[src/rtl/glbe_pkg.sv]
package glbe_pkg;

   localparam int MAX_PEAKS = 32;
   localparam int MAX_HILLS = 32;
   localparam int MAX_STEPS = (MAX_PEAKS > MAX_HILLS) ? MAX_PEAKS : MAX_HILLS;
   localparam int STEP_W = $clog2(MAX_STEPS + 1);
   localparam int COUNT_W = 6;
   localparam int DRAIN_CYCLES = 6;
   localparam int DRAIN_W = $clog2(DRAIN_CYCLES);
   localparam int ACC_W = 41;
   localparam logic [31:0] RADIUS_RESET = 32'd268435;
   localparam logic [15:0] LOG2E_Q15 = 16'd47274;

   typedef enum logic [1:0] {
      REQ_LOAD_PEAK = 2'd0,
      REQ_LOAD_HILL = 2'd1,
      REQ_EVAL      = 2'd2,
      REQ_NONE      = 2'd3
   } req_code_type;

   typedef enum logic [1:0] {
      CSR_PEAK_COUNT     = 2'd0,
      CSR_HILL_COUNT     = 2'd1,
      CSR_PEAK_RADIUS_SQ = 2'd2,
      CSR_UNUSED         = 2'd3
   } csr_index_type;

   typedef struct packed {
      logic signed [15:0] cx;
      logic signed [15:0] cy;
      logic signed [15:0] reward;
   } peak_entry_type;

   typedef struct packed {
      logic signed [15:0] cx;
      logic signed [15:0] cy;
      logic signed [15:0] rate;
      logic [15:0]        weight;
   } hill_entry_type;

   typedef struct packed {
      logic peak_valid;
      logic hill_valid;
   } issue_type;

   typedef struct packed {
      logic               pterm_valid;
      logic signed [21:0] pterm;
      logic               hterm_valid;
      logic [32:0]        hterm;
      logic               busy;
   } dp_status_type;

   function automatic logic [16:0] exp2_tab(input logic [4:0] k);
      logic [16:0] v;
      unique case (k)
         5'd0:  v = 17'd65536;  5'd1:  v = 17'd64132;  5'd2:  v = 17'd62757;
         5'd3:  v = 17'd61413;  5'd4:  v = 17'd60097;  5'd5:  v = 17'd58809;
         5'd6:  v = 17'd57549;  5'd7:  v = 17'd56316;  5'd8:  v = 17'd55109;
         5'd9:  v = 17'd53929;  5'd10: v = 17'd52773;  5'd11: v = 17'd51642;
         5'd12: v = 17'd50535;  5'd13: v = 17'd49452;  5'd14: v = 17'd48393;
         5'd15: v = 17'd47356;  5'd16: v = 17'd46341;  5'd17: v = 17'd45348;
         5'd18: v = 17'd44376;  5'd19: v = 17'd43425;  5'd20: v = 17'd42495;
         5'd21: v = 17'd41584;  5'd22: v = 17'd40693;  5'd23: v = 17'd39821;
         5'd24: v = 17'd38968;  5'd25: v = 17'd38133;  5'd26: v = 17'd37316;
         5'd27: v = 17'd36516;  5'd28: v = 17'd35734;  5'd29: v = 17'd34968;
         5'd30: v = 17'd34219;  5'd31: v = 17'd33486;
         default: v = 17'd0;
      endcase
      return v;
   endfunction

endpackage

[src/rtl/glbe_peak_cell.sv]
module glbe_peak_cell
   import glbe_pkg::*;
(
   input  logic           clock,
   input  logic           load_en,
   input  peak_entry_type load_data,
   input  logic           shift_en,
   input  peak_entry_type next_data,
   output peak_entry_type data
);
   peak_entry_type entry_ff, entry_in;

   always_comb begin
      entry_in = entry_ff;
      if (load_en) begin
         entry_in = load_data;
      end else if (shift_en) begin
         entry_in = next_data;
      end
   end

   always_ff @(posedge clock) begin
      entry_ff <= entry_in;
   end

   assign data = entry_ff;
endmodule

[config.mk]
export PLATFORM = sky130hd
export DESIGN_NAME = glbe_peak_cell
export DESIGN_NICKNAME = d
export VERILOG_FILES = /design/src/rtl/glbe_pkg.sv /design/src/rtl/glbe_peak_cell.sv
export SDC_FILE = /design/constraint.sdc
export NUM_CORES = 1
export LEC_CHECK = 0
export ABC_AREA = 1
export BUFFER_PORTS_ARGS = -buffer_cell sky130_fd_sc_hd__buf_4
export CORE_MARGIN = 2
export CORE_UTILIZATION = 44
export DETAILED_ROUTE_END_ITERATION = 16
export PLACE_DENSITY = 0.84
export SLEW_MARGIN = 10
export SYNTH_ARGS = -nofsm -noshare
export SYNTH_HDL_FRONTEND = slang
export SYNTH_SLANG_ARGS = --single-unit
[constraint.sdc]
create_clock -name clock -period 3.1 [get_ports clock]
set_clock_uncertainty 0.05 [all_clocks]
set_input_delay 0.31 -clock clock [delete_from_list [all_inputs] [get_ports clock]]
set_output_delay 0.31 -clock clock [all_outputs]
set_load 0.01 [all_outputs]
# After elaboration in Yosys (flattened, before gate mapping)
# Index checks and enable logic that the tools add are counted.
# classes
n_reduce_logical,1
muxes,2
# op_table
cell,n
48-bit 2-to-1 mux,2
2-bit nonzero test,1
# word_totals
register_bits,48
out_inout_bits,48
inputBits,99
wordCells,6

# Logic depth before layout (Yosys ltp)
# logic_depth
word_depth,2
ltp_mapped,6
mapped_depth_nobuf,3

# Least setup slack after synthesis
# OpenSTA, ideal clock, no wires.
# synth_timing
path_kind,input to register
startpoint,input load_en
endpoint,"register entry_ff, in the netlist data[0] (enable)"
stages,3
path_slack_ns,0.984
n_path_buf,2
setup_ns,0.408
arrival_time_ns,1.658
required_time_ns,2.642
cell_sequence,buf_2 -> buf_6 -> or2_1
# synth_via
elab_chain_cells,1
# synth_lines
item,line_no,text
start: declaration,glbe_peak_cell.sv:5,"input logic load_en,"
2-bit nonzero test (no line),n/a,
end signal: assignment,glbe_peak_cell.sv:23,entry_ff <= entry_in;
end: declaration,glbe_peak_cell.sv:11,"peak_entry_type entry_ff, entry_in;"
# Every way passes these cells.
# A chain may end at the register's enable or synchronous reset.

==> run summary <==
Worst Max-Slew Pin Slew: 1110 ps
Final Hold Vio Count: 0
Port Buffer Count: 146
Vias per cell: 4.70
Warnings from Yosys: 0
Sw power: 342 uW
Chip Height: 72.7 microns
Hpwl dp: 3780 microns
Initial Util: 0.467
Ant diodes: 0
Final worst slack: 1570 ps
Fin Setup TNS: 0 ps
WL/cell: 12.9 microns
Reg area: 0.00144 sq mm
Met1 Usage GRT: 0.227
Period utilization: 0.494
Core ar.: 0.00444 sq mm
# DRC: 0
Final Instance Area: 0.00324 sq mm
Total CTS buffers: 5
Initial DRT Pass Iterations: 4
Max Fclk: 0.653 GHz
Buf/Inv on CP: 3
Site Rows: 24
RSZ-0062 raised after global routing: false
# IOs: 147
Fin crit period: 1530 ps
Initial antenna violation count: 0
Initial detailed-routing violation count: 125
H-tree depth reported by CTS: 2
Width of the die: 72.7 microns
GRT Overall Usage: 0.189
M3 GR Usage: 0.0580
Synthesis-stage register bit count: 48
Max cap viols: 0
Worst setup path class: in2reg
Crit. End Element: register
Final Slew Violations: 0
Crit path required time: 3090 ps
Int Power: 1.14 mW
Final net count: 447
Crit-path max cell delay: 450 ps
Die area: 0.00528 sq mm
Yosys cell types: 7
Post-Place Cell Area: 0.00316 sq mm
Status: complete, no violations
Switching part of the total: 0.232
Postcts setup bufs: 0
Post-CTS Hold Buffers: 0
Most common cell after layout, fill and taps aside: buf_4
CTS root buf: clkbuf_8
Dpl ws: 1300 ps
Grt total ovfl: 0
# setup viols final: 0
Worst hold-check path type: in2reg
Post-Route WL: 5190 microns
Post-synth design cell area: 0.00207 sq mm
CP Cell Sequence: buf_4 -> buf_4 -> inv_2 -> nand2_1 -> nand2_1
Met2 usage: 0.333
Pwr dens: 456 mW/mm^2
CTS resizes: 0
Clock Tree Buf Depth: 2
Number of flip-flops in the largest register: 48
GP Congestion: 0.796
Clk pwr share: 0.232
Worst VDD drop: 0.000335 V
Crit path max fanout: 49
Area of the multi-input gates: 547 sq um
Comb pwr share: 0.216
Most frequent cells in the layout: buf_4, nand2_1, edfxtp_1
Slowest CP cell: inv_2
Crit start category: input pin
Clock-pin slew on the worst setup and hold paths: 80 ps
Utilization after layout: 0.729
Post-Syn Instances: 205
Largest net degree at the start of global routing: 50
Antenna viol nets, final: 0
Fill count: 354
Sink Count: 48
First-pass GRT wire length: 7620 microns
GR peak layer: met2
Via count: 1884
Relative slew slack: 0.262
Register area share after synthesis: 0.695
Clock tree from TritonCTS: yes
Vias in the first global route: 1673
Crit-path leading delay family: buffers and inverters
Worst path arrival time: 1520 ps
Syn nets: 304
Area delta synth->final: 56.2%
Pleak: 1.67 nW
Share of cells above drive strength 1: 0.441
Synth Area per Inst: 10.1 sq um
Reg power frac: 0.552
==> stage by stage <==
step / power (mW) / hold WS [ps] / std cells
CTS: 1.49 / 230 / 401
global route: 1.55 / 225 / 401
global placement: 1.15 / 524 / 393
floorplan: 0.943 / 439 / 205
detailed placement: 1.15 / 527 / 393
finish: 1.48 / 235 / 401
==> routing by layer <==
layer,share of wire,vias up,wire length [microns]
met5,0,-,0
met4,0.0044,0,23
met3,0.11,2,579
met2,0.53,104,2730
met1,0.36,842,1860
li1,-,936,-
==> area by class of cell <==
class / count / area share
flip-flops and latches: 48 / 0.445
repair buffers: 147 / 0.341
multi-input cells: 145 / 0.169
clock buffers: 7 / 0.0236
well taps: 52 / 0.0201
clock inverters: 1 / 0.00116
inverters: 1 / 0.00116
==> cell families (layout without fill, tap and decap cells) <==
family / after synthesis / count (layout) / synth area share
buffers and inverters: 12 / 156 / 0.0416
and+or+nand+nor: 145 / 145 / 0.264
DFF: 48 / 48 / 0.695
==> power by group through the flow <==
stage | Sequential, mW | Clock, mW | Combinational [mW]
final | 0.816 | 0.342 | 0.319
after detailed placement | 0.831 | 0 | 0.322
after CTS | 0.817 | 0.352 | 0.323
after global routing | 0.823 | 0.380 | 0.347
after floorplan | 0.871 | 0 | 0.0728
after global placement | 0.829 | 0 | 0.317
==> cells in the mapped netlist <==
cell	instances	area [sq um]
inv_2	1	3.75
buf_6	4	45.0
buf_2	6	30.0
nand2_1	144	541
edfxtp_1	48	1440
or2_1	1	6.26
buf_4	1	7.51
==> worst min-delay path: stages <==
cell and delay [ps]:
buf_4 80, nand2_1 40, nand2_1 40
==> final timing paths <==
| path | start | endpoint | cells past startpoint |
|---|---|---|---|
| setup / recovery | load_en | data[14] | 5 |
| hold / removal | next_data[15] | data[15] | 3 |
(Power assumes the default switching activity.)
