**config.mk**
```make
export PLATFORM = sky130hd
export DESIGN_NAME = glbe_hill_cell
export DESIGN_NICKNAME = d
export VERILOG_FILES = /design/src/rtl/glbe_pkg.sv /design/src/rtl/glbe_hill_cell.sv
export SDC_FILE = /design/constraint.sdc
export NUM_CORES = 1
export LEC_CHECK = 0
export BUFFER_PORTS_ARGS = -buffer_cell sky130_fd_sc_hd__buf_2
export CAP_MARGIN = 30
export CELL_PAD_IN_SITES_DETAIL_PLACEMENT = 1
export CELL_PAD_IN_SITES_GLOBAL_PLACEMENT = 2
export CORE_MARGIN = 1
export CORE_UTILIZATION = 25
export CTS_CLUSTER_DIAMETER = 150
export DETAILED_ROUTE_END_ITERATION = 10
export PLACE_DENSITY = 0.87
export RECOVER_POWER = 100
export SYNTH_ARGS = -nofsm -noshare
export SYNTH_HDL_FRONTEND = slang
export SYNTH_SLANG_ARGS = --single-unit
```
**constraint.sdc**
```tcl
create_clock -name clock -period 5.45 [get_ports clock]
set_clock_uncertainty 0.2 [all_clocks]
set_input_delay 0.2725 -clock clock [delete_from_list [all_inputs] [get_ports clock]]
set_output_delay 0.2725 -clock clock [all_outputs]
set_load 0.005 [all_outputs]
```
**src/rtl/glbe_pkg.sv**
```systemverilog
package glbe_pkg;

   localparam int MAX_PEAKS = 32;
   localparam int MAX_HILLS = 32;
   localparam int MAX_STEPS = (MAX_PEAKS > MAX_HILLS) ? MAX_PEAKS : MAX_HILLS;
   localparam int STEP_W = $clog2(MAX_STEPS + 1);
   localparam int COUNT_W = 6;
   localparam int DRAIN_CYCLES = 6;
   localparam int DRAIN_W = $clog2(DRAIN_CYCLES);
   localparam int ACC_W = 41;
   localparam logic [31:0] RADIUS_RESET = 32'd268435;
   localparam logic [15:0] LOG2E_Q15 = 16'd47274;

   typedef enum logic [1:0] {
      REQ_LOAD_PEAK = 2'd0,
      REQ_LOAD_HILL = 2'd1,
      REQ_EVAL      = 2'd2,
      REQ_NONE      = 2'd3
   } req_code_type;

   typedef enum logic [1:0] {
      CSR_PEAK_COUNT     = 2'd0,
      CSR_HILL_COUNT     = 2'd1,
      CSR_PEAK_RADIUS_SQ = 2'd2,
      CSR_UNUSED         = 2'd3
   } csr_index_type;

   typedef struct packed {
      logic signed [15:0] cx;
      logic signed [15:0] cy;
      logic signed [15:0] reward;
   } peak_entry_type;

   typedef struct packed {
      logic signed [15:0] cx;
      logic signed [15:0] cy;
      logic signed [15:0] rate;
      logic [15:0]        weight;
   } hill_entry_type;

   typedef struct packed {
      logic peak_valid;
      logic hill_valid;
   } issue_type;

   typedef struct packed {
      logic               pterm_valid;
      logic signed [21:0] pterm;
      logic               hterm_valid;
      logic [32:0]        hterm;
      logic               busy;
   } dp_status_type;

   function automatic logic [16:0] exp2_tab(input logic [4:0] k);
      logic [16:0] v;
      unique case (k)
         5'd0:  v = 17'd65536;  5'd1:  v = 17'd64132;  5'd2:  v = 17'd62757;
         5'd3:  v = 17'd61413;  5'd4:  v = 17'd60097;  5'd5:  v = 17'd58809;
         5'd6:  v = 17'd57549;  5'd7:  v = 17'd56316;  5'd8:  v = 17'd55109;
         5'd9:  v = 17'd53929;  5'd10: v = 17'd52773;  5'd11: v = 17'd51642;
         5'd12: v = 17'd50535;  5'd13: v = 17'd49452;  5'd14: v = 17'd48393;
         5'd15: v = 17'd47356;  5'd16: v = 17'd46341;  5'd17: v = 17'd45348;
         5'd18: v = 17'd44376;  5'd19: v = 17'd43425;  5'd20: v = 17'd42495;
         5'd21: v = 17'd41584;  5'd22: v = 17'd40693;  5'd23: v = 17'd39821;
         5'd24: v = 17'd38968;  5'd25: v = 17'd38133;  5'd26: v = 17'd37316;
         5'd27: v = 17'd36516;  5'd28: v = 17'd35734;  5'd29: v = 17'd34968;
         5'd30: v = 17'd34219;  5'd31: v = 17'd33486;
         default: v = 17'd0;
      endcase
      return v;
   endfunction

endpackage

```
**src/rtl/glbe_hill_cell.sv**
```systemverilog
module glbe_hill_cell
   import glbe_pkg::*;
(
   input  logic           clock,
   input  logic           load_en,
   input  hill_entry_type load_data,
   input  logic           shift_en,
   input  hill_entry_type next_data,
   output hill_entry_type data
);
   hill_entry_type entry_ff, entry_in;

   always_comb begin
      entry_in = entry_ff;
      if (load_en) begin
         entry_in = load_data;
      end else if (shift_en) begin
         entry_in = next_data;
      end
   end

   always_ff @(posedge clock) begin
      entry_ff <= entry_in;
   end

   assign data = entry_ff;
endmodule

```
======== Word level (Yosys, flattened, before mapping) ========
Index checks and enable logic that the tools add are counted.
storage, ports and cells
  input port bits ......................... 131
  register bits after elaboration ......... 64
  logic and storage cells ................. 7
  output and inout bits ................... 64
cells by class
  mux-type cells .......................... 2
  reduce and logical (&&, ||, !) cells .... 1
operator list
  operator           count
  $mux 64            2
  $reduce_bool 2->1  1

======== Depth between registers and ports, before layout ========
  depth in word-level cells ............... 2
  depth in mapped cells ................... 3
  mapped depth without buffers ............ 1

======== Worst setup path before layout ========
No wires, ideal clock.
  path type ............................... input to register
  from .................................... input port load_en
  to ...................................... register entry_ff, in the netlist data[0], enable pin
  data required time ...................... 4.824 ns
  data arrival time ....................... 2.021 ns
  path slack .............................. 2.803 ns
  setup time .............................. 0.426 ns
  path buffers ............................ 2
  cell stages on the path ................. 3
  cell sequence ........................... buf_6 -> buf_6 -> or2_1
on the way
  longest elaborated chain between the ends .. 1
RTL lines
  what                         RTL line              RTL
  from (decl)                  glbe_hill_cell.sv:5   input logic load_en,
  $reduce_bool 2->1 (no line)  n/a
  to (signal assigned)         glbe_hill_cell.sv:23  entry_ff <= entry_in;
  to (decl)                    glbe_hill_cell.sv:11  hill_entry_type entry_ff, entry_in;
Every way passes these cells.
A chain may end at the register's enable or synchronous reset.

======== Final worst setup path ========
  from .................................... input port load_en
  to ...................................... register entry_ff, in the netlist data[35], enable pin
Same word-level chain as after synthesis.

==> flow_summary.json <==
{
  "first_pass_grt_wire_length_um": 10290,
  "worst-path-max-fanout": 64,
  "start_util_pct": 25.55,
  "met2WireLength_um": 3679,
  "max_freq_mhz": 305.0,
  "postLayoutCellArea_sq_um": 4010,
  "groute.usage.overall_pct": 11.84,
  "critPathMaxStageDelay_ps": 1240,
  "total_power_uw": 1271,
  "synth.cell_area_sq_um": 2905,
  "clockBufferDepth": 2,
  "diodes": 0,
  "yosysWarningCount": 0,
  "maxSlewHeadroom_pct": -17.41,
  "drt_pass1_iterations": 4,
  "grt_setup_unrepaired": "no",
  "wl_per_cell_um": 15.11,
  "grt_antenna_before_repair": 0,
  "timing.final.setup_violations": 0,
  "netlist_top_cells_area": "edfxtp_1, mux2_4, mux2_2",
  "gp_congestion": 0.6952,
  "place_inst": 468,
  "dpl-instance-area_sq_um": 4000,
  "grt_start_max_net_pins": 65,
  "synth_top_area_share_pct": 66.15,
  "mappedNetlistNets": 267,
  "layout.filler_cells": 1293,
  "cts_tree": "done",
  "die-height_um": 109.8,
  "postCtsSetupRepairBufs": 0,
  "route.final.wire_length_um": 7299,
  "routed_via_density": 4.077,
  "via_count": 1969,
  "dr.first_iter.drc_count": 48,
  "hold_path_depth": 2,
  "core_area_sq_um": 11370,
  "hold_violations": 0,
  "dpl_wire_length_um": 5517,
  "cts_hold_buffers": 0,
  "required_ps": 5160,
  "placement_rows": 39,
  "leakagePower_uw": 0.001676,
  "path_clk_slew_ps": 50,
  "final_cell_count_no_fill": 483,
  "met1Wirelength_um": 2898,
  "number_of_buffers_inserted_during_clock_tree_synthesis": 9,
  "worst_ir_drop_vdd_mv": 0.1075,
  "die_ar_sq_um": 12060,
  "drc": 0,
  "path_class": "primary input to register",
  "die-width_um": 109.8,
  "yosysTopAreaCell": "edfxtp_1",
  "period_needed_ps": 3279,
  "timing_max_transition_violations_final": 99,
  "cts_resized": 0,
  "worst_hold_path_type": "primary input to register",
  "detail-route-antenna-nets": 0,
  "global_route.overflow_total": 0,
  "tightest_slew_ps": 1761,
  "port-buffer-count": 194,
  "syn2layout_area_growth_pct": 38.03,
  "setup.worst_path.start_class": "primary input",
  "timing.critical_path.to_type": "register",
  "run_status": "finished with violations",
  "yosys_register_bits": 64,
  "synth_cells": 136,
  "maxUsedRoutingLayer": "met4",
  "violations_in_the_final_reports": "max-capacitance violations, max-slew violations",
  "final.setup.tns_ps": 0,
  "critical_path.slowest_cell": "clkbuf_1",
  "routed-wl-met3_um": 635,
  "max_reg_flops": 64,
  "max_cap_viol_count": 2,
  "layout-drive-gt1-share_pct": 51.76,
  "clock_sinks": 64,
  "clock_tree.htree_level_count": 3,
  "syn_area_per_cell_sq_um": 21.36,
  "cts-root-buf": "clkbuf_16",
  "synth.yosys.seq_area_share_pct": 66.15,
  "grt_pass1_vias": 2055,
  "number_of_unique_standard_cell_types_used_by_synthesis": 6,
  "timing.final.crit_share_pct": 60.17,
  "powerDensity_nw_per_um2": 316.9,
  "timing.critical_path.arrival_ps": 2990,
  "timing.critical_path.cells": "clkbuf_1, or2_2, clkbuf_2",
  "layout.nets": 467,
  "io-pin-count": 195
}
==> final timing paths <==
check,startpoint,end
max,load_en,data[35]$_DFFE_PP_
min,next_data[53],data[53]$_DFFE_PP_
==> cells in the mapped netlist <==
cell and instances:
mux2_2 15, edfxtp_1 64, buf_2 1, or2_1 1, buf_6 6, mux2_4 49
==> cells in the final DEF (no fill, tap or decap), drive strengths merged <==
cell type | synthesis | final
buf | 7 | 144
mux2 | 64 | 64
or2 | 1 | 1
edfxtp | 64 | 64
clkinv | 0 | 3
clkbuf | 0 | 63
clkinvlp | 0 | 1
==> stage by stage <==
stage          setup WS (ps)  util, %  hold WS (ps)
3_5_place_dp            3242    35.18         376.5
3_3_place_gp            3292    35.18         374.2
2_1_floorplan           2803        -         290.0
6_report                2171    35.27         35.30
4_1_cts                 3588    37.43         35.46
5_1_grt                 1857    35.27         22.06
==> layout make-up <==
type / count / area (sq um) / share of cell area [%]
sequential: 64 / 1922 / 47.92
timing repair buffer: 196 / 919.6 / 22.93
clock buffer: 11 / 232.7 / 5.803
multi-input combinational: 65 / 734.5 / 18.32
clock inverter: 4 / 22.52 / 0.5616
tap: 143 / 178.9 / 4.462
==> worst max-delay path: cells and delay by family <==
kind | cells | cell delay (ps)
buffers and inverters | 2 | 2410
and+or+nand+nor | 1 | 280
==> metal layers <==
layer	vias to the layer above	global-route usage (%)
met4	0	5.238
li1	935	-
met1	907	12.43
met2	118	21.12
met5	-	0
met3	9	4.268
==> cell families after synthesis <==
family,Yosys count,synth area share (%)
buffers and inverters,7,2.498
flip-flops,64,66.15
AND/OR/NAND/NOR,1,0.2155
multiplexers,64,31.14
==> power breakdown <==
part           total [uW]  internal (uW)  switching, uW  leakage (uW)
Combinational         155           83.3           71.5      0.000898
Clock                 495            302            193      0.000125
Sequential            621            607           14.8      0.000652
Total                1270            992            279       0.00168
Note: power is estimated with default switching activity, not from simulation.
